[src/rtl/trisa_pkg.sv]
package trisa_pkg;

    localparam int FIELD_W      = 32;
    localparam int CFG_W        = 32;
    localparam int OUT_W        = 48;
    localparam int VEC_BITS     = 19;
    localparam int V_W          = VEC_BITS + 1;
    localparam int SQ_W         = 2 * VEC_BITS + 2;
    localparam int RT_W         = SQ_W / 2;
    localparam int A_W          = 41;
    localparam int B_W          = RT_W + 1;
    localparam int P_W          = A_W + B_W;
    localparam int XY_W         = 64;
    localparam int CORDIC_BITS  = 40;
    localparam int CX_W         = CORDIC_BITS + 4;
    localparam int ZW           = 34;
    localparam int TERM_W       = ZW + 1;
    localparam int BL_W         = 7;
    localparam int OP_W         = 5;
    localparam int CORDIC_STEPS = 32;
    localparam int STEP_W       = 5;

    localparam logic [1:0] CFG_QUERY_X = 2'd0;
    localparam logic [1:0] CFG_QUERY_Y = 2'd1;
    localparam logic [1:0] CFG_QUERY_Z = 2'd2;

    localparam logic [OP_W-1:0] OP_LAST_Y  = 5'd17;
    localparam logic [OP_W-1:0] OP_FIRST_X = 5'd18;
    localparam logic [OP_W-1:0] OP_LAST    = 5'd31;

    localparam logic signed [ZW-1:0] QTR_TURN = ZW'(64'sd1073741824);

    typedef enum logic [3:0] {
        SRC_V0, SRC_V1, SRC_V2, SRC_V3, SRC_V4, SRC_V5, SRC_V6, SRC_V7, SRC_V8,
        SRC_T, SRC_LA, SRC_LB, SRC_LC
    } t_src;

    typedef enum logic [2:0] {DST_SA, DST_SB, DST_SC, DST_T, DST_Y, DST_X} t_dst;

    typedef enum logic [1:0] {ACC_LOAD, ACC_ADD, ACC_SUB} t_accop;

    typedef struct packed {
        t_src   a;
        t_src   b;
        t_dst   dst;
        t_accop mode;
    } t_op;

    typedef enum logic [2:0] {
        S_IDLE, S_NORM, S_MUL, S_SQRT_GO, S_SQRT_WAIT, S_ATAN_GO, S_ATAN_WAIT, S_ACC
    } t_state;

    typedef enum logic [1:0] {C_IDLE, C_NORM, C_STEP, C_ROUND} t_cst;

    // multiply-accumulate program: sums of squares, triple product, denominator
    function automatic t_op op_of(input logic [OP_W-1:0] k);
        t_op o;
        unique case (k)
            5'd0:  o = '{SRC_V0, SRC_V0, DST_SA, ACC_LOAD};
            5'd1:  o = '{SRC_V1, SRC_V1, DST_SA, ACC_ADD};
            5'd2:  o = '{SRC_V2, SRC_V2, DST_SA, ACC_ADD};
            5'd3:  o = '{SRC_V3, SRC_V3, DST_SB, ACC_LOAD};
            5'd4:  o = '{SRC_V4, SRC_V4, DST_SB, ACC_ADD};
            5'd5:  o = '{SRC_V5, SRC_V5, DST_SB, ACC_ADD};
            5'd6:  o = '{SRC_V6, SRC_V6, DST_SC, ACC_LOAD};
            5'd7:  o = '{SRC_V7, SRC_V7, DST_SC, ACC_ADD};
            5'd8:  o = '{SRC_V8, SRC_V8, DST_SC, ACC_ADD};
            5'd9:  o = '{SRC_V4, SRC_V8, DST_T,  ACC_LOAD};
            5'd10: o = '{SRC_V5, SRC_V7, DST_T,  ACC_SUB};
            5'd11: o = '{SRC_T,  SRC_V0, DST_Y,  ACC_LOAD};
            5'd12: o = '{SRC_V3, SRC_V8, DST_T,  ACC_LOAD};
            5'd13: o = '{SRC_V5, SRC_V6, DST_T,  ACC_SUB};
            5'd14: o = '{SRC_T,  SRC_V1, DST_Y,  ACC_SUB};
            5'd15: o = '{SRC_V3, SRC_V7, DST_T,  ACC_LOAD};
            5'd16: o = '{SRC_V4, SRC_V6, DST_T,  ACC_SUB};
            5'd17: o = '{SRC_T,  SRC_V2, DST_Y,  ACC_ADD};
            5'd18: o = '{SRC_LA, SRC_LB, DST_T,  ACC_LOAD};
            5'd19: o = '{SRC_T,  SRC_LC, DST_X,  ACC_LOAD};
            5'd20: o = '{SRC_V0, SRC_V3, DST_T,  ACC_LOAD};
            5'd21: o = '{SRC_V1, SRC_V4, DST_T,  ACC_ADD};
            5'd22: o = '{SRC_V2, SRC_V5, DST_T,  ACC_ADD};
            5'd23: o = '{SRC_T,  SRC_LC, DST_X,  ACC_ADD};
            5'd24: o = '{SRC_V3, SRC_V6, DST_T,  ACC_LOAD};
            5'd25: o = '{SRC_V4, SRC_V7, DST_T,  ACC_ADD};
            5'd26: o = '{SRC_V5, SRC_V8, DST_T,  ACC_ADD};
            5'd27: o = '{SRC_T,  SRC_LA, DST_X,  ACC_ADD};
            5'd28: o = '{SRC_V6, SRC_V0, DST_T,  ACC_LOAD};
            5'd29: o = '{SRC_V7, SRC_V1, DST_T,  ACC_ADD};
            5'd30: o = '{SRC_V8, SRC_V2, DST_T,  ACC_ADD};
            5'd31: o = '{SRC_T,  SRC_LB, DST_X,  ACC_ADD};
        endcase
        return o;
    endfunction

    // atan(2^-i) in 2^-32 turns
    function automatic logic [31:0] atan_turn(input logic [STEP_W-1:0] i);
        logic [31:0] t;
        unique case (i)
            5'd0:  t = 32'h20000000;
            5'd1:  t = 32'h12E4051E;
            5'd2:  t = 32'h09FB385B;
            5'd3:  t = 32'h051111D4;
            5'd4:  t = 32'h028B0D43;
            5'd5:  t = 32'h0145D7E1;
            5'd6:  t = 32'h00A2F61E;
            5'd7:  t = 32'h00517C55;
            5'd8:  t = 32'h0028BE53;
            5'd9:  t = 32'h00145F2F;
            5'd10: t = 32'h000A2F98;
            5'd11: t = 32'h000517CC;
            5'd12: t = 32'h00028BE6;
            5'd13: t = 32'h000145F3;
            5'd14: t = 32'h0000A2FA;
            5'd15: t = 32'h0000517D;
            5'd16: t = 32'h000028BE;
            5'd17: t = 32'h0000145F;
            5'd18: t = 32'h00000A30;
            5'd19: t = 32'h00000518;
            5'd20: t = 32'h0000028C;
            5'd21: t = 32'h00000146;
            5'd22: t = 32'h000000A3;
            5'd23: t = 32'h00000051;
            5'd24: t = 32'h00000029;
            5'd25: t = 32'h00000014;
            5'd26: t = 32'h0000000A;
            5'd27: t = 32'h00000005;
            5'd28: t = 32'h00000003;
            5'd29: t = 32'h00000001;
            5'd30: t = 32'h00000001;
            5'd31: t = 32'h00000000;
        endcase
        return t;
    endfunction

    function automatic logic [BL_W-1:0] bitlen64(input logic [XY_W-1:0] v);
        logic [BL_W-1:0] n;
        n = '0;
        for (int i = 0; i < XY_W; i++) begin
            if (v[i]) n = BL_W'(i + 1);
        end
        return n;
    endfunction

endpackage

[src/rtl/trisa_cordic.sv]
module trisa_cordic #(
    parameter int ANGLE_FRAC_BITS = 24
) (
    input  logic                                i_clk,
    input  logic                                i_rst_n,
    input  logic                                i_start,
    input  logic signed [trisa_pkg::XY_W-1:0]   i_x,
    input  logic signed [trisa_pkg::XY_W-1:0]   i_y,
    output logic                                o_done,
    output logic signed [trisa_pkg::TERM_W-1:0] o_term
);
    import trisa_pkg::*;

    localparam int RS = 32 - ANGLE_FRAC_BITS;
    localparam logic [ZW:0] HALF = (RS > 0) ? ((ZW+1)'(1) << (RS - 1)) : '0;

    t_cst r_st, n_st;

    logic [XY_W-1:0]        r_mx, r_my;
    logic                   r_nx, r_ny;
    logic signed [CX_W-1:0] r_x, r_y;
    logic signed [ZW-1:0]   r_z;
    logic [STEP_W-1:0]      r_i;
    logic                   r_done;
    logic signed [TERM_W-1:0] r_term;

    logic [BL_W-1:0]        bl;
    logic signed [CX_W-1:0] xs, ys, dx, dy;
    logic signed [ZW-1:0]   at;
    logic [ZW-1:0]          mz;
    logic [ZW:0]            rnd;
    logic signed [TERM_W-1:0] tmag;

    always_comb begin
        bl   = bitlen64(r_mx | r_my);
        xs   = $signed(CX_W'(r_mx[CORDIC_BITS-1:0]));
        ys   = $signed(CX_W'(r_my[CORDIC_BITS-1:0]));
        if (r_nx) xs = -xs;
        if (r_ny) ys = -ys;
        dx   = r_y >>> r_i;
        dy   = r_x >>> r_i;
        at   = $signed(ZW'(atan_turn(r_i)));
        mz   = r_z[ZW-1] ? ZW'(-r_z) : ZW'(r_z);
        rnd  = ({1'b0, mz} + HALF) >> RS;
        tmag = $signed(TERM_W'(rnd));
    end

    always_ff @(posedge i_clk) begin
        if (!i_rst_n) r_st <= C_IDLE;
        else          r_st <= n_st;
    end

    always_comb begin
        n_st = r_st;
        unique case (r_st)
            C_IDLE:  if (i_start) n_st = C_NORM;
            C_NORM: begin
                if (bl == '0) n_st = C_ROUND;
                else if (bl == BL_W'(CORDIC_BITS)) n_st = C_STEP;
            end
            C_STEP:  if (r_i == STEP_W'(CORDIC_STEPS - 1)) n_st = C_ROUND;
            C_ROUND: n_st = C_IDLE;
            default: n_st = C_IDLE;
        endcase
    end

    always_ff @(posedge i_clk) begin
        if (!i_rst_n) r_done <= 1'b0;
        else          r_done <= (r_st == C_ROUND);
    end

    always_ff @(posedge i_clk) begin
        case (r_st)
            C_IDLE: begin
                r_nx <= i_x[XY_W-1];
                r_ny <= i_y[XY_W-1];
                r_mx <= i_x[XY_W-1] ? XY_W'(-i_x) : XY_W'(i_x);
                r_my <= i_y[XY_W-1] ? XY_W'(-i_y) : XY_W'(i_y);
            end
            C_NORM: begin
                if (bl == '0) begin
                    r_z <= '0;
                end else if (bl >= BL_W'(CORDIC_BITS + 4)) begin
                    r_mx <= r_mx >> 4;
                    r_my <= r_my >> 4;
                end else if (bl > BL_W'(CORDIC_BITS)) begin
                    r_mx <= r_mx >> 1;
                    r_my <= r_my >> 1;
                end else if (bl <= BL_W'(CORDIC_BITS - 4)) begin
                    r_mx <= r_mx << 4;
                    r_my <= r_my << 4;
                end else if (bl < BL_W'(CORDIC_BITS)) begin
                    r_mx <= r_mx << 1;
                    r_my <= r_my << 1;
                end else begin
                    r_i <= '0;
                    if (xs < 0) begin
                        if (ys >= 0) begin
                            r_x <= ys;
                            r_y <= -xs;
                            r_z <= QTR_TURN;
                        end else begin
                            r_x <= -ys;
                            r_y <= xs;
                            r_z <= -QTR_TURN;
                        end
                    end else begin
                        r_x <= xs;
                        r_y <= ys;
                        r_z <= '0;
                    end
                end
            end
            C_STEP: begin
                r_i <= r_i + 1'b1;
                if (!r_y[CX_W-1]) begin
                    r_x <= r_x + dx;
                    r_y <= r_y - dy;
                    r_z <= r_z + at;
                end else begin
                    r_x <= r_x - dx;
                    r_y <= r_y + dy;
                    r_z <= r_z - at;
                end
            end
            C_ROUND: r_term <= r_z[ZW-1] ? -tmag : tmag;
            default: ;
        endcase
    end

    assign o_done = r_done;
    assign o_term = r_term;

endmodule

[config.mk]
export PLATFORM = sky130hd
export DESIGN_NAME = trisa_cordic
export DESIGN_NICKNAME = d
export VERILOG_FILES = /design/src/rtl/trisa_pkg.sv /design/src/rtl/trisa_cordic.sv
export SDC_FILE = /design/constraint.sdc
export NUM_CORES = 2
export LEC_CHECK = 0
export BUFFER_PORTS_ARGS = -buffer_cell sky130_fd_sc_hd__buf_2
export CAP_MARGIN = 20
export CELL_PAD_IN_SITES_DETAIL_PLACEMENT = 1
export CELL_PAD_IN_SITES_GLOBAL_PLACEMENT = 1
export CORE_ASPECT_RATIO = 1.75
export CORE_MARGIN = 3
export CORE_UTILIZATION = 44
export DETAILED_ROUTE_END_ITERATION = 10
export GPL_ROUTABILITY_DRIVEN = 1
export PLACE_DENSITY = 0.79
export SETUP_SLACK_MARGIN = 0.05
export SLEW_MARGIN = 20
export SYNTH_ARGS = -nofsm -noshare
export SYNTH_HDL_FRONTEND = slang
export SYNTH_SLANG_ARGS = --single-unit
[constraint.sdc]
create_clock -name i_clk -period 6.85 [get_ports i_clk]
set_input_delay 1.37 -clock i_clk [delete_from_list [all_inputs] [get_ports i_clk]]
set_output_delay 1.37 -clock i_clk [all_outputs]
set_load 0.02 [all_outputs]
==> flow_metrics.tcl <==
set metrics [dict create \
    synthFlopType "edfxtp_1" \
    setup_viol 0 \
    async_flop_share 0 \
    port_buffers 166 \
    synth_top_family_by_area "compound AO/OA/AOI/OAI gates" \
    grt_antenna_before_repair 5 \
    max_freq_ghz 0.150 \
    drc 0 \
    ctsHtreeMaxLevel 2 \
    io_pins 167 \
    wl_per_cell_um 28.5 \
    first_global_vias 42800 \
    cts_tree "yes" \
    path_clk_slew_ns 0.07 \
    arrival_ns 7.02 \
    critical_path_required_ns 7.20 \
    via_count 41400 \
    synth.area.mux_share 0.111 \
    ys.warnings.count 0 \
    crit_buf_inv 5 \
    worst_slew_pin_slew_ns 1.22 \
    rsz0062_at_grt "true" \
    synth_top_area_frac 0.223 \
    synth_area_leader_cell "edfxtp_1" \
    place.gp.congestion 1.04 \
    drt_iter0_drc 3494 \
    rrSetupSlack_ns 0.19 \
    synthSimpleGateAreaFrac 0.207 \
    critPathCapture "r_y[42]" \
    syn_nets 5138 \
    ys_seq_area_frac 0.240 \
    clock_skew_ns 0.0309 \
    ys_seq_elements 325 \
    cp-start-kind "flop" \
    critPathKind "reg2reg" \
    ys_types 103 \
    power-per-cell-area_nw_per_um2 592 \
    synth-xor-area-share 0.118 \
    clockRootBuffer "clkbuf_16" \
    leakage_nw 17.0 \
    initial_core_util 0.446 \
    synthAdderAreaFrac 0.0476 \
    finalHoldViolations 0 \
    cts_buffer_depth 3 \
    timing.rr.end "r_y[42]" \
    die_w_um 232 \
    grt_overflow 0 \
    insertion_delay_ns 0.60 \
    postRouteAntennaNets 0 \
    via_per_inst 6.60 \
    hpwl_um 140000 \
    cp_common_cell "buf_4" \
    post_cts_hold_buffer_count 0 \
    core-area_um2 88300 \
    drv_cap 0 \
    drive_gt1_frac 0.170 \
    synth_cells 4860 \
    wl_um 179000 \
    synth_edf_count 292 \
    grt_max_degree 93 \
    rows 144 \
    cts_num_sinks 325 \
    synth_compound_area_frac 0.231 \
    cp_num_cells 26 \
    area_growth_syn_to_layout_pct 13.7 \
    rr_worst_depth 26 \
    cts_buffers 38 \
    slowest_delay_ns 0.60 \
    final_common_cell "nand2_1" \
    total_power_w 0.0265 \
    slew-limit-headroom 0.186 \
    dr.pass1.iters 6 \
    netlist_area_um2 39300 \
    synthTopCellsByArea "edfxtp_1 (22%), xnor2_1 (6.8%), mux4_2 (6.0%), o21ai_0 (5.1%), xor2_1 (4.9%)" \
    layout_common_cells "nand2_1 (458), nor2_1 (438), o21ai_0 (396), buf_4 (355), a21oi_1 (344)" \
    cp_top_family "compound AO/OA/AOI/OAI gates" \
    dieArea_um2 93200 \
    period_needed_ns 6.66 \
    cp-startpoint "r_i[0]" \
    grt_usage 0.373 \
    slew_violations 0 \
    nets 5351 \
    hp-class "reg2reg" \
    holdWs_ns 0.603 \
    vdd_drop_max_mv 0.318 \
    cp_slowest_cell "mux4_2" \
    die_h_um 402 \
    status "completed" \
    finalCritPeriodShare 0.973 \
    end_kind "flop" \
    grt_pass1_wl_um 266000 \
    r2r_start "r_i[0]" \
    avgSynthCellArea_um2 8.10 \
    cp_max_fo 20 \
]
## worst min path at each step
stage / from / endpoint / slack, ns / cells after the start
final: r_my[50] / r_my[46] / 0.60 / 2
after global routing: r_mx[62] / r_mx[58] / 0.65 / 2
after CTS: r_my[50] / r_my[46] / 0.60 / 2
after detailed placement: r_mx[62] / r_mx[58] / 0.58 / 2
after global placement: r_mx[62] / r_mx[58] / 0.56 / 2
after floorplan: r_my[61] / r_my[57] / 0.51 / 2
## metrics by stage
step / utilization / cells / setup TNS (ns) / worst slack, ns / instance area [um2]
after CTS: 0.502 / 6247 / 0 / 0.0518 / 44300
after global placement: 0.487 / 6172 / -3.30 / -0.679 / 43000
final: 0.507 / 6271 / 0 / 0.186 / 44700
after detailed placement: 0.487 / 6172 / -1.16 / -0.316 / 43000
after floorplan: - / 4860 / 0 / 0.0569 / 39300
after global routing: 0.507 / 6270 / -0.0629 / -0.0591 / 44700
## worst register-to-register path, delay by kind of cell, from the launching register on
kind	cells	cell delay (ns)
muxes	1	0.62
DFF	1	0.41
AOI/OAI and AO/OA	11	2.56
and+or+nand+nor	6	1.24
adders and majority gates	1	0.35
buffers and inverters	5	1.01
xor gates and xnor gates	2	0.24
## metal layers
layer / part of all wire / vias up / global-route usage / wire length, um
met5: 0.00012 / - / 0 / 21
met3: 0.056 / 705 / 0.0610 / 9980
met2: 0.50 / 1672 / 0.659 / 89100
met1: 0.34 / 20400 / 0.377 / 60500
met4: 0.11 / 4 / 0.320 / 19200
li1: - / 18600 / - / -
## final cells by class
type	count	area (um2)
timing repair buffer	540	3870
clock inverter	21	159
clock buffer	47	1020
antenna	2	5.00
tap	1168	1460
sequential	325	9430
fill	10800	43600
multi-input combinational	4068	28400
inverter	100	377
## kinds of logic (layout without fill, tap and decap cells)
family	after synthesis	after routing
mux	298	298
other cells	0	2
fa+ha+maj	148	148
flops	325	325
simple gates	1675	1675
buf+inv	467	708
xor+xnor	529	529
compound gates	1418	1418
## timing repair
item	CTS	global route
gates cloned	0	2
pin swaps	9	30
setup buffers	7	19
gates resized for setup	12	44
setup endpoints to repair	17	23
## state kept, by name (all words and copies together), names as in the netlist
name,cells
r_z,34
at,30
r_x,44
o_term,35
r_nx,1
r_y,44
r_i,5
r_mx,64
r_st,2
r_my,64
o_done,1
r_ny,1
## cells in the mapped netlist, drive strengths merged, types with 85 or more instances
cell / number
a21oi: 351
mux4: 105
inv: 97
nand2: 459
ha: 144
mux2i: 142
o21ai: 404
nor3: 120
clkbuf: 300
nor2: 442
xnor2: 309
edfxtp: 292
xor2: 220
o31ai: 85
nand3: 160
## power by group
| part | switching [W] | internal (W) | total [W] |
|---|---|---|---|
| Sequential | 0.00181 | 0.00370 | 0.00551 |
| Combinational | 0.0114 | 0.00753 | 0.0189 |
| Clock | 0.000964 | 0.00110 | 0.00207 |
| Total | 0.0142 | 0.0123 | 0.0265 |
Note: power is estimated with default switching activity, not from simulation.
