File: config.mk
export PLATFORM = sky130hd
export DESIGN_NAME = trisa_isqrt
export DESIGN_NICKNAME = d
export VERILOG_FILES = /design/src/rtl/trisa_pkg.sv /design/src/rtl/trisa_isqrt.sv
export SDC_FILE = /design/constraint.sdc
export NUM_CORES = 1
export LEC_CHECK = 0
export ABC_AREA = 1
export BUFFER_PORTS_ARGS = -buffer_cell sky130_fd_sc_hd__buf_4
export CORE_UTILIZATION = 45
export CTS_CLUSTER_DIAMETER = 60
export DETAILED_ROUTE_END_ITERATION = 8
export HOLD_SLACK_MARGIN = 0.06
export PLACE_DENSITY = 0.67
export SKIP_CTS_REPAIR_TIMING = 1
export SKIP_LAST_GASP = 1
export SYNTH_ARGS = -nofsm -noshare
export SYNTH_HDL_FRONTEND = slang
export SYNTH_SLANG_ARGS = --single-unit
File: constraint.sdc
create_clock -name i_clk -period 2.5 [get_ports i_clk]
set_input_delay 0.5 -clock i_clk [delete_from_list [all_inputs] [get_ports i_clk]]
set_output_delay 0.5 -clock i_clk [all_outputs]
set_load 0.01 [all_outputs]
File: src/rtl/trisa_pkg.sv
package trisa_pkg;

    localparam int FIELD_W      = 32;
    localparam int CFG_W        = 32;
    localparam int OUT_W        = 48;
    localparam int VEC_BITS     = 19;
    localparam int V_W          = VEC_BITS + 1;
    localparam int SQ_W         = 2 * VEC_BITS + 2;
    localparam int RT_W         = SQ_W / 2;
    localparam int A_W          = 41;
    localparam int B_W          = RT_W + 1;
    localparam int P_W          = A_W + B_W;
    localparam int XY_W         = 64;
    localparam int CORDIC_BITS  = 40;
    localparam int CX_W         = CORDIC_BITS + 4;
    localparam int ZW           = 34;
    localparam int TERM_W       = ZW + 1;
    localparam int BL_W         = 7;
    localparam int OP_W         = 5;
    localparam int CORDIC_STEPS = 32;
    localparam int STEP_W       = 5;

    localparam logic [1:0] CFG_QUERY_X = 2'd0;
    localparam logic [1:0] CFG_QUERY_Y = 2'd1;
    localparam logic [1:0] CFG_QUERY_Z = 2'd2;

    localparam logic [OP_W-1:0] OP_LAST_Y  = 5'd17;
    localparam logic [OP_W-1:0] OP_FIRST_X = 5'd18;
    localparam logic [OP_W-1:0] OP_LAST    = 5'd31;

    localparam logic signed [ZW-1:0] QTR_TURN = ZW'(64'sd1073741824);

    typedef enum logic [3:0] {
        SRC_V0, SRC_V1, SRC_V2, SRC_V3, SRC_V4, SRC_V5, SRC_V6, SRC_V7, SRC_V8,
        SRC_T, SRC_LA, SRC_LB, SRC_LC
    } t_src;

    typedef enum logic [2:0] {DST_SA, DST_SB, DST_SC, DST_T, DST_Y, DST_X} t_dst;

    typedef enum logic [1:0] {ACC_LOAD, ACC_ADD, ACC_SUB} t_accop;

    typedef struct packed {
        t_src   a;
        t_src   b;
        t_dst   dst;
        t_accop mode;
    } t_op;

    typedef enum logic [2:0] {
        S_IDLE, S_NORM, S_MUL, S_SQRT_GO, S_SQRT_WAIT, S_ATAN_GO, S_ATAN_WAIT, S_ACC
    } t_state;

    typedef enum logic [1:0] {C_IDLE, C_NORM, C_STEP, C_ROUND} t_cst;

    // multiply-accumulate program: sums of squares, triple product, denominator
    function automatic t_op op_of(input logic [OP_W-1:0] k);
        t_op o;
        unique case (k)
            5'd0:  o = '{SRC_V0, SRC_V0, DST_SA, ACC_LOAD};
            5'd1:  o = '{SRC_V1, SRC_V1, DST_SA, ACC_ADD};
            5'd2:  o = '{SRC_V2, SRC_V2, DST_SA, ACC_ADD};
            5'd3:  o = '{SRC_V3, SRC_V3, DST_SB, ACC_LOAD};
            5'd4:  o = '{SRC_V4, SRC_V4, DST_SB, ACC_ADD};
            5'd5:  o = '{SRC_V5, SRC_V5, DST_SB, ACC_ADD};
            5'd6:  o = '{SRC_V6, SRC_V6, DST_SC, ACC_LOAD};
            5'd7:  o = '{SRC_V7, SRC_V7, DST_SC, ACC_ADD};
            5'd8:  o = '{SRC_V8, SRC_V8, DST_SC, ACC_ADD};
            5'd9:  o = '{SRC_V4, SRC_V8, DST_T,  ACC_LOAD};
            5'd10: o = '{SRC_V5, SRC_V7, DST_T,  ACC_SUB};
            5'd11: o = '{SRC_T,  SRC_V0, DST_Y,  ACC_LOAD};
            5'd12: o = '{SRC_V3, SRC_V8, DST_T,  ACC_LOAD};
            5'd13: o = '{SRC_V5, SRC_V6, DST_T,  ACC_SUB};
            5'd14: o = '{SRC_T,  SRC_V1, DST_Y,  ACC_SUB};
            5'd15: o = '{SRC_V3, SRC_V7, DST_T,  ACC_LOAD};
            5'd16: o = '{SRC_V4, SRC_V6, DST_T,  ACC_SUB};
            5'd17: o = '{SRC_T,  SRC_V2, DST_Y,  ACC_ADD};
            5'd18: o = '{SRC_LA, SRC_LB, DST_T,  ACC_LOAD};
            5'd19: o = '{SRC_T,  SRC_LC, DST_X,  ACC_LOAD};
            5'd20: o = '{SRC_V0, SRC_V3, DST_T,  ACC_LOAD};
            5'd21: o = '{SRC_V1, SRC_V4, DST_T,  ACC_ADD};
            5'd22: o = '{SRC_V2, SRC_V5, DST_T,  ACC_ADD};
            5'd23: o = '{SRC_T,  SRC_LC, DST_X,  ACC_ADD};
            5'd24: o = '{SRC_V3, SRC_V6, DST_T,  ACC_LOAD};
            5'd25: o = '{SRC_V4, SRC_V7, DST_T,  ACC_ADD};
            5'd26: o = '{SRC_V5, SRC_V8, DST_T,  ACC_ADD};
            5'd27: o = '{SRC_T,  SRC_LA, DST_X,  ACC_ADD};
            5'd28: o = '{SRC_V6, SRC_V0, DST_T,  ACC_LOAD};
            5'd29: o = '{SRC_V7, SRC_V1, DST_T,  ACC_ADD};
            5'd30: o = '{SRC_V8, SRC_V2, DST_T,  ACC_ADD};
            5'd31: o = '{SRC_T,  SRC_LB, DST_X,  ACC_ADD};
        endcase
        return o;
    endfunction

    // atan(2^-i) in 2^-32 turns
    function automatic logic [31:0] atan_turn(input logic [STEP_W-1:0] i);
        logic [31:0] t;
        unique case (i)
            5'd0:  t = 32'h20000000;
            5'd1:  t = 32'h12E4051E;
            5'd2:  t = 32'h09FB385B;
            5'd3:  t = 32'h051111D4;
            5'd4:  t = 32'h028B0D43;
            5'd5:  t = 32'h0145D7E1;
            5'd6:  t = 32'h00A2F61E;
            5'd7:  t = 32'h00517C55;
            5'd8:  t = 32'h0028BE53;
            5'd9:  t = 32'h00145F2F;
            5'd10: t = 32'h000A2F98;
            5'd11: t = 32'h000517CC;
            5'd12: t = 32'h00028BE6;
            5'd13: t = 32'h000145F3;
            5'd14: t = 32'h0000A2FA;
            5'd15: t = 32'h0000517D;
            5'd16: t = 32'h000028BE;
            5'd17: t = 32'h0000145F;
            5'd18: t = 32'h00000A30;
            5'd19: t = 32'h00000518;
            5'd20: t = 32'h0000028C;
            5'd21: t = 32'h00000146;
            5'd22: t = 32'h000000A3;
            5'd23: t = 32'h00000051;
            5'd24: t = 32'h00000029;
            5'd25: t = 32'h00000014;
            5'd26: t = 32'h0000000A;
            5'd27: t = 32'h00000005;
            5'd28: t = 32'h00000003;
            5'd29: t = 32'h00000001;
            5'd30: t = 32'h00000001;
            5'd31: t = 32'h00000000;
        endcase
        return t;
    endfunction

    function automatic logic [BL_W-1:0] bitlen64(input logic [XY_W-1:0] v);
        logic [BL_W-1:0] n;
        n = '0;
        for (int i = 0; i < XY_W; i++) begin
            if (v[i]) n = BL_W'(i + 1);
        end
        return n;
    endfunction

endpackage

File: src/rtl/trisa_isqrt.sv
module trisa_isqrt (
    input  logic                          i_clk,
    input  logic                          i_rst_n,
    input  logic                          i_start,
    input  logic [trisa_pkg::SQ_W-1:0]    i_value,
    output logic                          o_done,
    output logic [trisa_pkg::RT_W-1:0]    o_root
);
    import trisa_pkg::*;

    localparam int REM_W = RT_W + 2;
    localparam int CNT_W = $clog2(RT_W);

    logic [SQ_W-1:0]  r_src;
    logic [REM_W-1:0] r_rem;
    logic [RT_W-1:0]  r_root;
    logic [CNT_W-1:0] r_cnt;
    logic             r_busy;
    logic             r_done;

    logic [REM_W+1:0] rem_next;
    logic [REM_W+1:0] trial;
    logic             fits;

    // two radicand bits per cycle
    always_comb begin
        rem_next = {r_rem, r_src[SQ_W-1 -: 2]};
        trial    = (REM_W+2)'({r_root, 2'b01});
        fits     = rem_next >= trial;
    end

    always_ff @(posedge i_clk) begin
        if (!i_rst_n) begin
            r_busy <= 1'b0;
            r_done <= 1'b0;
        end else begin
            r_done <= 1'b0;
            if (i_start) begin
                r_busy <= 1'b1;
            end else if (r_busy && r_cnt == CNT_W'(RT_W - 1)) begin
                r_busy <= 1'b0;
                r_done <= 1'b1;
            end
        end
    end

    always_ff @(posedge i_clk) begin
        if (i_start) begin
            r_src  <= i_value;
            r_rem  <= '0;
            r_root <= '0;
            r_cnt  <= '0;
        end else if (r_busy) begin
            r_src <= {r_src[SQ_W-3:0], 2'b00};
            r_cnt <= r_cnt + 1'b1;
            if (fits) begin
                r_rem  <= REM_W'(rem_next - trial);
                r_root <= {r_root[RT_W-2:0], 1'b1};
            end else begin
                r_rem  <= REM_W'(rem_next);
                r_root <= {r_root[RT_W-2:0], 1'b0};
            end
        end
    end

    assign o_done = r_done;
    assign o_root = r_root;

endmodule

==> metrics.csv, run 1 <==
metric,value,unit
postLayoutCellArea,5980,um2
end_kind,register,
drtIter0Drc,272,
wire_per_inst,13.4,um
cts_htree_levels,3,
cts_made_buffers,9,
slew_headroom,41.8,%
finalCritPeriodShare,93.2,%
antenna_found_initial,0,
yosys_register_bits,89,
die_h,108,um
first_global_vias,4216,
ys_warn_count,0,
cts_tree,done,
reg2regPathDepth,13,
dpl.cell_count,902,
r2r-start,o_root[8]$_SDFFE_PP0P_,
fp-row-count,38,
die_width,108,um
fin_nets,839,
drive_gt1_share,13.0,%
layout_common_cells,"nand2_1, inv_1, buf_4",
dr.pass1.iters,8,
yosysUniqueCellTypes,37,
cts_buffer_depth,2,
finalSetupTns,0,ns
hold-path-endpoint,r_busy$_SDFFE_PN0P_,
clkSinkCount,89,
rsz0062_at_grt,false,
grt_use_met3,5.18,%
vias,4627,
dp_hpwl,9060,um
critPathSlowestCell,ha_1,
grt_use_met1,30.6,%
worstHoldPathCells,3,
synthToLayoutAreaGrowth,17.8,%
worstSetupPathDepth,13,
grt_pass1_wl,20200,um
port_buffers,63,
path_common_cell,nand2_1,
num_antenna_cells,0,
coreArea,10900,um2
path_cells,"inv_1, ha_1, nand2_1, inv_2, nand2_1, nand2_1, nand2_1, nand2_1, a21oi_4, nand2_8, or2_2, nand3_1, nand2_1",
crit_buf_inv,2,
finalSetupViolations,0,
fin_cells,918,
worst_pin_slew,0.872,ns
ant_nets,0,
grt-ovfl-total,0,
syn_nets,776,
globalplace.congestion,0.904,
hp-class,primary input to register,
clock-root-buffer,clkbuf_16,
required,2.75,ns
grt_max_degree,50,
track_usage,22.8,%
r2r_end,r_rem[15]$_SDFFE_PP0P_,
synth_edf_count,40,
drv_cap,0,
nFillCells,1098,
synthCells,710,
reg2reg_slack,0.17,ns
path_max_fanout,37,
top_usage_layer,met2,
outcome,"finished, final reports clean",
clk_latency,0.35,ns
max_stage_delay,0.40,ns
irDropWorstVdd,0.000547,V
hold_start,i_rst_n,
layout_commonest_cell,nand2_1,
synth_flop_cell,dfxtp_1,
io_pins,64,
drv_slew,0,
clk_pin_slew,0.07,ns
ys_seq_area_share,43.0,%
power_density,1010,nW/um2
remaining_drc_errors,0,
critPathTopFamily,simple AND/OR/NAND/NOR gates,
path_class,register to register,
start_util,46.4,%
cp-start-kind,register,
met2_usage,35.5,%
fin_skew,0.00577,ns
final_hold_viol_count,0,
synth_area,5070,um2
max_freq,429,MHz
ys_async_sr_fraction,0,%
wirelength,12300,um
syn-mean-instance-area,7.15,um2
worst-endpoint-arrival,2.58,ns
via_per_inst,5.04,
placed_area,5700,um2
period_minus_slack,2.33,ns
dieArea,11700,um2
p_leak,3.12,nW
[area by class of cell]
type	instances	area (um2)	share of cell area [%]
flip-flops and latches	89	2180	36.5
clock buffers	11	233	3.89
inverters	105	394	6.60
repair buffers	72	553	9.25
well taps	140	175	2.93
clock inverters	5	32.5	0.544
multi-input cells	496	2410	40.3
[where the power goes]
part	total, mW	switching [mW]	internal (mW)
sequential	1.80	0.0983	1.70
combinational	2.99	1.96	1.03
clock	1.26	0.588	0.673
total	6.05	2.64	3.40
[tightest hold or removal path: cells and delay by family]
| kind | cells | cell delay [ns] |
|---|---|---|
| buffers and inverters | 2 | 0.13 |
| and+or+nand+nor | 1 | 0.06 |
[state kept, by name, summed over array words and instances (netlist names)]
name    count
r_src      40
r_rem      22
o_root     20
r_cnt       5
o_done      1
r_busy      1
[worst max path at each step]
| stage | endpoint | slack, ns | start |
|---|---|---|---|
| after floorplan | r_src[0]$_SDFFCE_PN0P_ | 0.09 | i_start |
| after global placement | r_rem[14]$_SDFFE_PP0P_ | 0.15 | o_root[8]$_SDFFE_PP0P_ |
| after detailed placement | r_rem[14]$_SDFFE_PP0P_ | 0.14 | o_root[8]$_SDFFE_PP0P_ |
| after CTS | r_rem[14]$_SDFFE_PP0P_ | 0.12 | o_root[8]$_SDFFE_PP0P_ |
| after global routing | r_rem[15]$_SDFFE_PP0P_ | 0.05 | o_root[8]$_SDFFE_PP0P_ |
| final | r_rem[15]$_SDFFE_PP0P_ | 0.17 | o_root[8]$_SDFFE_PP0P_ |
[layer usage]
| layer | routed length, um | share of wire [%] |
|---|---|---|
| met2 | 5480 | 44 |
| met5 | 0 | 0 |
| met3 | 788 | 6.4 |
| met4 | 288 | 2.3 |
| met1 | 5780 | 47 |
[synthesized netlist by cell type (2+ instances only)]
master / number / area, um2
clkbuf_1: 13 / 48.8
o22ai_1: 19 / 119
o21ai_1: 4 / 20.0
clkinv_1: 2 / 7.51
xnor2_1: 4 / 35.0
nor2_2: 2 / 12.5
buf_6: 2 / 22.5
buf_4: 2 / 15.0
o21bai_1: 2 / 15.0
a31oi_1: 2 / 12.5
xor2_1: 3 / 26.3
o211ai_1: 5 / 37.5
nor2_1: 32 / 120
nor3_1: 6 / 30.0
nand3_1: 40 / 200
nand3_2: 2 / 20.0
ha_1: 23 / 288
or2_2: 3 / 18.8
nand2_1: 295 / 1110
buf_2: 2 / 10.0
nand4_1: 11 / 68.8
o21ai_0: 10 / 50.1
inv_2: 3 / 11.3
a21oi_1: 23 / 115
dfxtp_1: 49 / 981
edfxtp_1: 40 / 1200
nor4_1: 2 / 12.5
inv_1: 100 / 375
[logic make-up (layout without fill, tap and decap cells)]
logic type	Yosys count	count (layout)	synth area share, %
compound gates	66	66	7.60
fa+ha+maj	23	23	5.67
xor+xnor	7	7	1.21
flops	89	89	43.0
simple gates	400	400	32.8
buf+inv	125	193	9.74
[through the flow]
| step | utilization (%) | power [mW] | worst slack (ns) | hold WS [ns] |
|---|---|---|---|---|
| floorplan | - | 4.13 | 0.0864 | 0.426 |
| global placement | 52.1 | 4.75 | 0.152 | 0.439 |
| detailed placement | 52.1 | 4.76 | 0.141 | 0.444 |
| CTS | 54.6 | 6.03 | 0.121 | 0.362 |
| global route | 54.6 | 6.55 | 0.0464 | 0.377 |
| finish | 54.6 | 6.05 | 0.169 | 0.370 |
No activity file was read; power rests on OpenSTA's default activity.
==> run 2, diff against run 1 <==
PLACE_DENSITY = unset   (was 0.67)
PLACE_DENSITY_LB_ADDON = 0.05   (was unset)
==> run 2 against run 1 <==
Effect of this change: utilization up 0.43 points; clock power grew 8%; register-to-register slack improved by 0.04 ns; worst hold slack improved by 0.0076 ns; total power rose by 1.2%; setup slack better by 0.039 ns; critical endpoint is now r_rem[14]$_SDFFE_PP0P_.
==> metrics.csv, run 2 (synthesis results as in run 1) <==
metric,value,unit,change
outcome,"finished, final reports clean",,
fp-row-count,38,,unchanged
port_buffers,63,,unchanged
hp-class,primary input to register,,
drv_cap,0,,unchanged
setup_ws,0.208,ns,+0.0394 ns
max_freq,436,MHz,+1.7%
track_usage,22.9,%,+0.090 points
path_cells,"inv_1, ha_1, nand2_1, inv_2, nand2_1, nand2_1, nand2_1, nand2_1, a21oi_4, nand2_4, or2_2, nand3_1, nand2_1",,
path_class,register to register,,
grt-ovfl-total,0,,unchanged
die_h,108,um,unchanged
grt_pass1_wl,20500,um,+1.5%
start_util,46.4,%,unchanged
drive_gt1_share,13.4,%,+0.45 points
grt_max_degree,45,,-10%
power_density,1020,nW/um2,+0.43%
ant_nets,0,,unchanged
max_stage_delay,0.37,ns,-0.03 ns
cts_htree_levels,3,,unchanged
fin_skew,0.00691,ns,+0.00114 ns
reg2regPathDepth,13,,unchanged
worst-endpoint-arrival,2.54,ns,-0.04 ns
via_per_inst,4.95,,-1.7%
dieArea,11700,um2,unchanged
globalplace.congestion,0.883,,-2.4%
clkSinkCount,89,,unchanged
vias,4566,,-1.3%
crit_end,r_rem[14]$_SDFFE_PP0P_,,
slew_headroom,61.7,%,+20 points
r2r_end,r_rem[14]$_SDFFE_PP0P_,,
coreArea,10900,um2,unchanged
die_width,108,um,unchanged
fin_nets,843,,+0.48%
nFillCells,1105,,+0.64%
largest_register,r_src,,
placed_area,5730,um2,+0.53%
cp-start-kind,register,,
place_ws,0.199,ns,+0.0580 ns
io_pins,64,,unchanged
finalSetupTns,0,ns,unchanged
irDropWorstVdd,0.000829,V,+52%
path_common_cell,nand2_1,,
startpoint,o_root[9]$_SDFFE_PP0P_,,
postLayoutCoreUtil,55.1,%,+0.43 points
clk_pin_slew,0.07,ns,about the same
clock-root-buffer,clkbuf_16,,
drtIter0Drc,231,,-15%
path_max_fanout,37,,unchanged
p_leak,3.15,nW,+0.98%
finalSetupViolations,0,,unchanged
required,2.74,ns,about the same
postLayoutCellArea,6020,um2,+0.80%
finalCritPeriodShare,91.7,%,-1.6 points
synthToLayoutAreaGrowth,18.7,%,
first_global_vias,4417,,+4.8%
final_hold_viol_count,0,,unchanged
dr.pass1.iters,5,,-3
num_antenna_cells,0,,unchanged
cts_tree,done,,
wirelength,12200,um,-0.85%
r2r-start,o_root[9]$_SDFFE_PP0P_,,
cts_buffer_depth,2,,unchanged
antenna_found_initial,0,,unchanged
clk_latency,0.35,ns,about the same
dp_hpwl,9160,um,+1.1%
largest_reg_flops,40,,unchanged
critPathSlowestCell,ha_1,,
worst_pin_slew,0.574,ns,-0.298 ns
remaining_drc_errors,0,,unchanged
rsz0062_at_grt,false,,
end_kind,register,,
drv_slew,0,,unchanged
layout_commonest_cell,nand2_1,,
reg2reg_slack,0.21,ns,+0.04 ns
layout_common_cells,"nand2_1, inv_1, buf_4",,
wire_per_inst,13.3,um,-1.3%
cts_made_buffers,9,,unchanged
period_minus_slack,2.29,ns,-0.0394 ns
[run 2: cell type report]
cell class	instances	area, um2	share of cell area [%]
multi-input cells	496	2400	39.8
flip-flops and latches	89	2180	36.2
repair buffers	76	583	9.68
inverters	105	394	6.54
clock buffers	12	236	3.93
well taps	140	175	2.91
clock inverters	4	55.1	0.914
[run 2: how the worst min path moves through the flow]
stage	cells past startpoint	end	from
final	3	r_busy$_SDFFE_PN0P_	i_rst_n
after global routing	3	r_busy$_SDFFE_PN0P_	i_rst_n
after CTS	3	r_busy$_SDFFE_PN0P_	i_rst_n
after detailed placement	2	r_rem[21]$_SDFFE_PP0P_	r_rem[21]$_SDFFE_PP0P_
after global placement	2	r_rem[21]$_SDFFE_PP0P_	r_rem[21]$_SDFFE_PP0P_
after floorplan	2	r_rem[21]$_SDFFE_PP0P_	r_rem[21]$_SDFFE_PP0P_
[run 2: power breakdown]
part	switching [mW]	internal [mW]	leakage, nW
Clock	0.585	0.780	0.137
Combinational	1.94	1.02	2.20
Sequential	0.0965	1.70	0.810
[run 2: metrics by stage]
| step | std cells | hold WS [ns] | power [mW] |
|---|---|---|---|
| global route | 922 | 0.385 | 6.63 |
| finish | 922 | 0.378 | 6.12 |
| detailed placement | 906 | 0.445 | 4.76 |
| floorplan | 710 | 0.426 | 4.13 |
| CTS | 922 | 0.369 | 6.13 |
| global placement | 906 | 0.437 | 4.76 |
[run 2: routing by layer]
metal,routed length [um],part of all wire [%],up-vias,track usage (%)
met3,622,5.1,16,6.51
met2,5630,46,108,37.2
li1,-,-,2396,-
met5,0,0,-,0
met1,5800,47,2046,29.2
met4,184,1.5,0,7.34
[run 2: critical path: cells and delay by family, from the launching register on]
family,cells,cell delay [ns]
simple gates,9,1.19
fa+ha+maj,1,0.37
flops,1,0.32
compound gates,1,0.16
buf+inv,2,0.14
==> run 3, diff against run 2 <==
CELL_PAD_IN_SITES_DETAIL_PLACEMENT = 1   (was unset)
CELL_PAD_IN_SITES_GLOBAL_PLACEMENT = 1   (was unset)
CORE_UTILIZATION = 38   (was 45)
==> run 3 against run 2 <==
Effect of this change: critical path depth is 1 higher; fmax fell by 1.7%; worst hold slack about the same; utilization down 7.6 points; combinational power is 7.4% higher; clock power about the same; global-route usage decreased by 1.3 points; total power up 3.2%; flip-flop and latch count is the same; non-clock buffer count is 1 higher; largest power group unchanged; highest routed layer unchanged.
==> metrics.csv, run 3 (synthesis results as in run 1) <==
metric,value,unit,change
outcome,"finished, final reports clean",,
io_pins,64,,unchanged
finalSetupViolations,0,,unchanged
drtIter0Drc,189,,-18%
slew_headroom,53.3,%,-8.4 points
max_freq,429,MHz,-1.7%
drv_slew,0,,unchanged
port_buffers,63,,unchanged
period_minus_slack,2.33,ns,+0.0407 ns
largest_register,r_src,,
clk_latency,0.35,ns,about the same
ant_nets,0,,unchanged
largest_reg_flops,40,,unchanged
internal-power,3.51,mW,+0.19%
clkSinkCount,89,,unchanged
wirelength,14300,um,+17%
worst-endpoint-arrival,2.63,ns,+0.09 ns
r2r-start,o_root[8]$_SDFFE_PP0P_,,
synthToLayoutAreaGrowth,20.0,%,
nFillCells,1637,,+48%
cts_tree,done,,
fin_nets,845,,+0.24%
fp-row-count,41,,+7.9%
cp-start-kind,register,,
first_global_vias,4855,,+9.9%
cts_made_buffers,9,,unchanged
p_sw,2.81,mW,+7.2%
wire_per_inst,15.0,um,+13%
combPwrFrac,50.4,%,+2.0 points
seqCellArea,2180,um2,unchanged
vias,4727,,+3.5%
path_class,register to register,,
finalSetupTns,0,ns,unchanged
final_hold_viol_count,0,,unchanged
globalplace.congestion,0.887,,+0.46%
dieArea,13800,um2,+18%
cts_htree_levels,3,,unchanged
seqPwrFrac,28.4,%,-0.9 points
coreArea,12800,um2,+17%
path_max_fanout,18,,-51%
clock-root-buffer,clkbuf_16,,
die_width,118,um,+8.7%
num_antenna_cells,0,,unchanged
drv_cap,0,,unchanged
multi_input_area,2420,um2,+0.84%
start_util,39.6,%,-6.8 points
fin_skew,0.00368,ns,-0.00323 ns
hold_start,i_rst_n,,
grt_pass1_wl,23600,um,+15%
layout_common_cells,"nand2_1, inv_1, buf_4",,
remaining_drc_errors,0,,unchanged
end_kind,register,,
p_total,6.32,mW,+3.2%
irDropWorstVdd,0.000348,V,-58%
worst_pin_slew,0.700,ns,+0.126 ns
dp_hpwl,10600,um,+16%
required,2.80,ns,+0.06 ns
switching_share,44.5,%,+1.7 points
p_leak,3.16,nW,+0.48%
cts_buffer_depth,2,,unchanged
drive_gt1_share,14.0,%,+0.60 points
power_density,1040,nW/um2,+2.1%
pwr-share-clk,21.2,%,-1.1 points
antenna_found_initial,0,,unchanged
hp-class,primary input to register,,
die_h,118,um,+8.7%
grt-ovfl-total,0,,unchanged
via_per_inst,4.94,,-0.16%
track_usage,21.5,%,-1.3 points
grt_max_degree,44,,-2.2%
clk_pin_slew,0.07,ns,about the same
finalCritPeriodShare,93.3,%,+1.6 points
dr.pass1.iters,4,,-1
startpoint,o_root[8]$_SDFFE_PP0P_,,
hold_ws,0.378,ns,+0.000134 ns
layout_commonest_cell,nand2_1,,
run 3: cell count changes in the layout (fill, tap and decap cells not counted), sizes merged:
cell,delta
clkbuf,-1
bufinv,-1
nand2,+1
inv,+2
buf,+1
run 3: worst paths after layout:
check / slack [ns] / cells past startpoint / to
worst max register to register: 0.17 / 14 / r_rem[2]$_SDFFE_PP0P_
worst max-delay path: 0.17 / 14 / r_rem[2]$_SDFFE_PP0P_
worst min register to register: 0.47 / 2 / r_rem[20]$_SDFFE_PP0P_
worst min-delay path: 0.38 / 3 / r_busy$_SDFFE_PN0P_
run 3: layout make-up:
class	count	share of cell area (%)
Multi-Input combinational cell	497	39.7
Clock buffer	11	4.15
Timing Repair Buffer	77	9.70
Tap cell	172	3.54
Inverter	105	6.47
Sequential cell	89	35.8
Clock inverter	5	0.576
run 3: metal layers:
| layer | vias up | share of wire (%) | GRT usage [%] |
|---|---|---|---|
| met5 | - | 0 | 0 |
| met4 | 0 | 1.9 | 7.85 |
| met3 | 17 | 3.4 | 3.59 |
| met2 | 73 | 47 | 35.7 |
| met1 | 2232 | 48 | 28.2 |
| li1 | 2405 | - | - |
run 3: critical path, cell delays in order (launching register included):
cell	delay (ns)
dfxtp_1	0.34
inv_1	0.10
ha_1	0.37
nand2_1	0.17
inv_2	0.05
nand2_1	0.06
nand2_1	0.09
nand2_1	0.08
nand2_1	0.09
a21oi_4	0.25
buf_4	0.17
nand2_4	0.16
a21oi_1	0.19
o21ai_1	0.09
nand2_1	0.06
run 3: power groups by stage:
| stage | clock network [mW] | registers, mW | logic [mW] |
|---|---|---|---|
| floorplan | 0 | 1.80 | 2.33 |
| global placement | 0 | 1.82 | 2.93 |
| detailed placement | 0 | 1.82 | 3.00 |
| CTS | 1.38 | 1.79 | 3.03 |
| global route | 1.43 | 1.81 | 3.59 |
| finish | 1.34 | 1.79 | 3.18 |
run 3: metrics by stage:
step           cells  utilization (%)  area [um2]  worst slack, ns
3_3_place_gp     937             44.9        5760            0.131
4_1_cts          953             47.2        6050          -0.0189
3_5_place_dp     937             44.9        5760         -0.00772
6_report         956             47.5        6090            0.168
2_1_floorplan    710                -        5070           0.0864
5_1_grt          956             47.5        6090         -0.00935
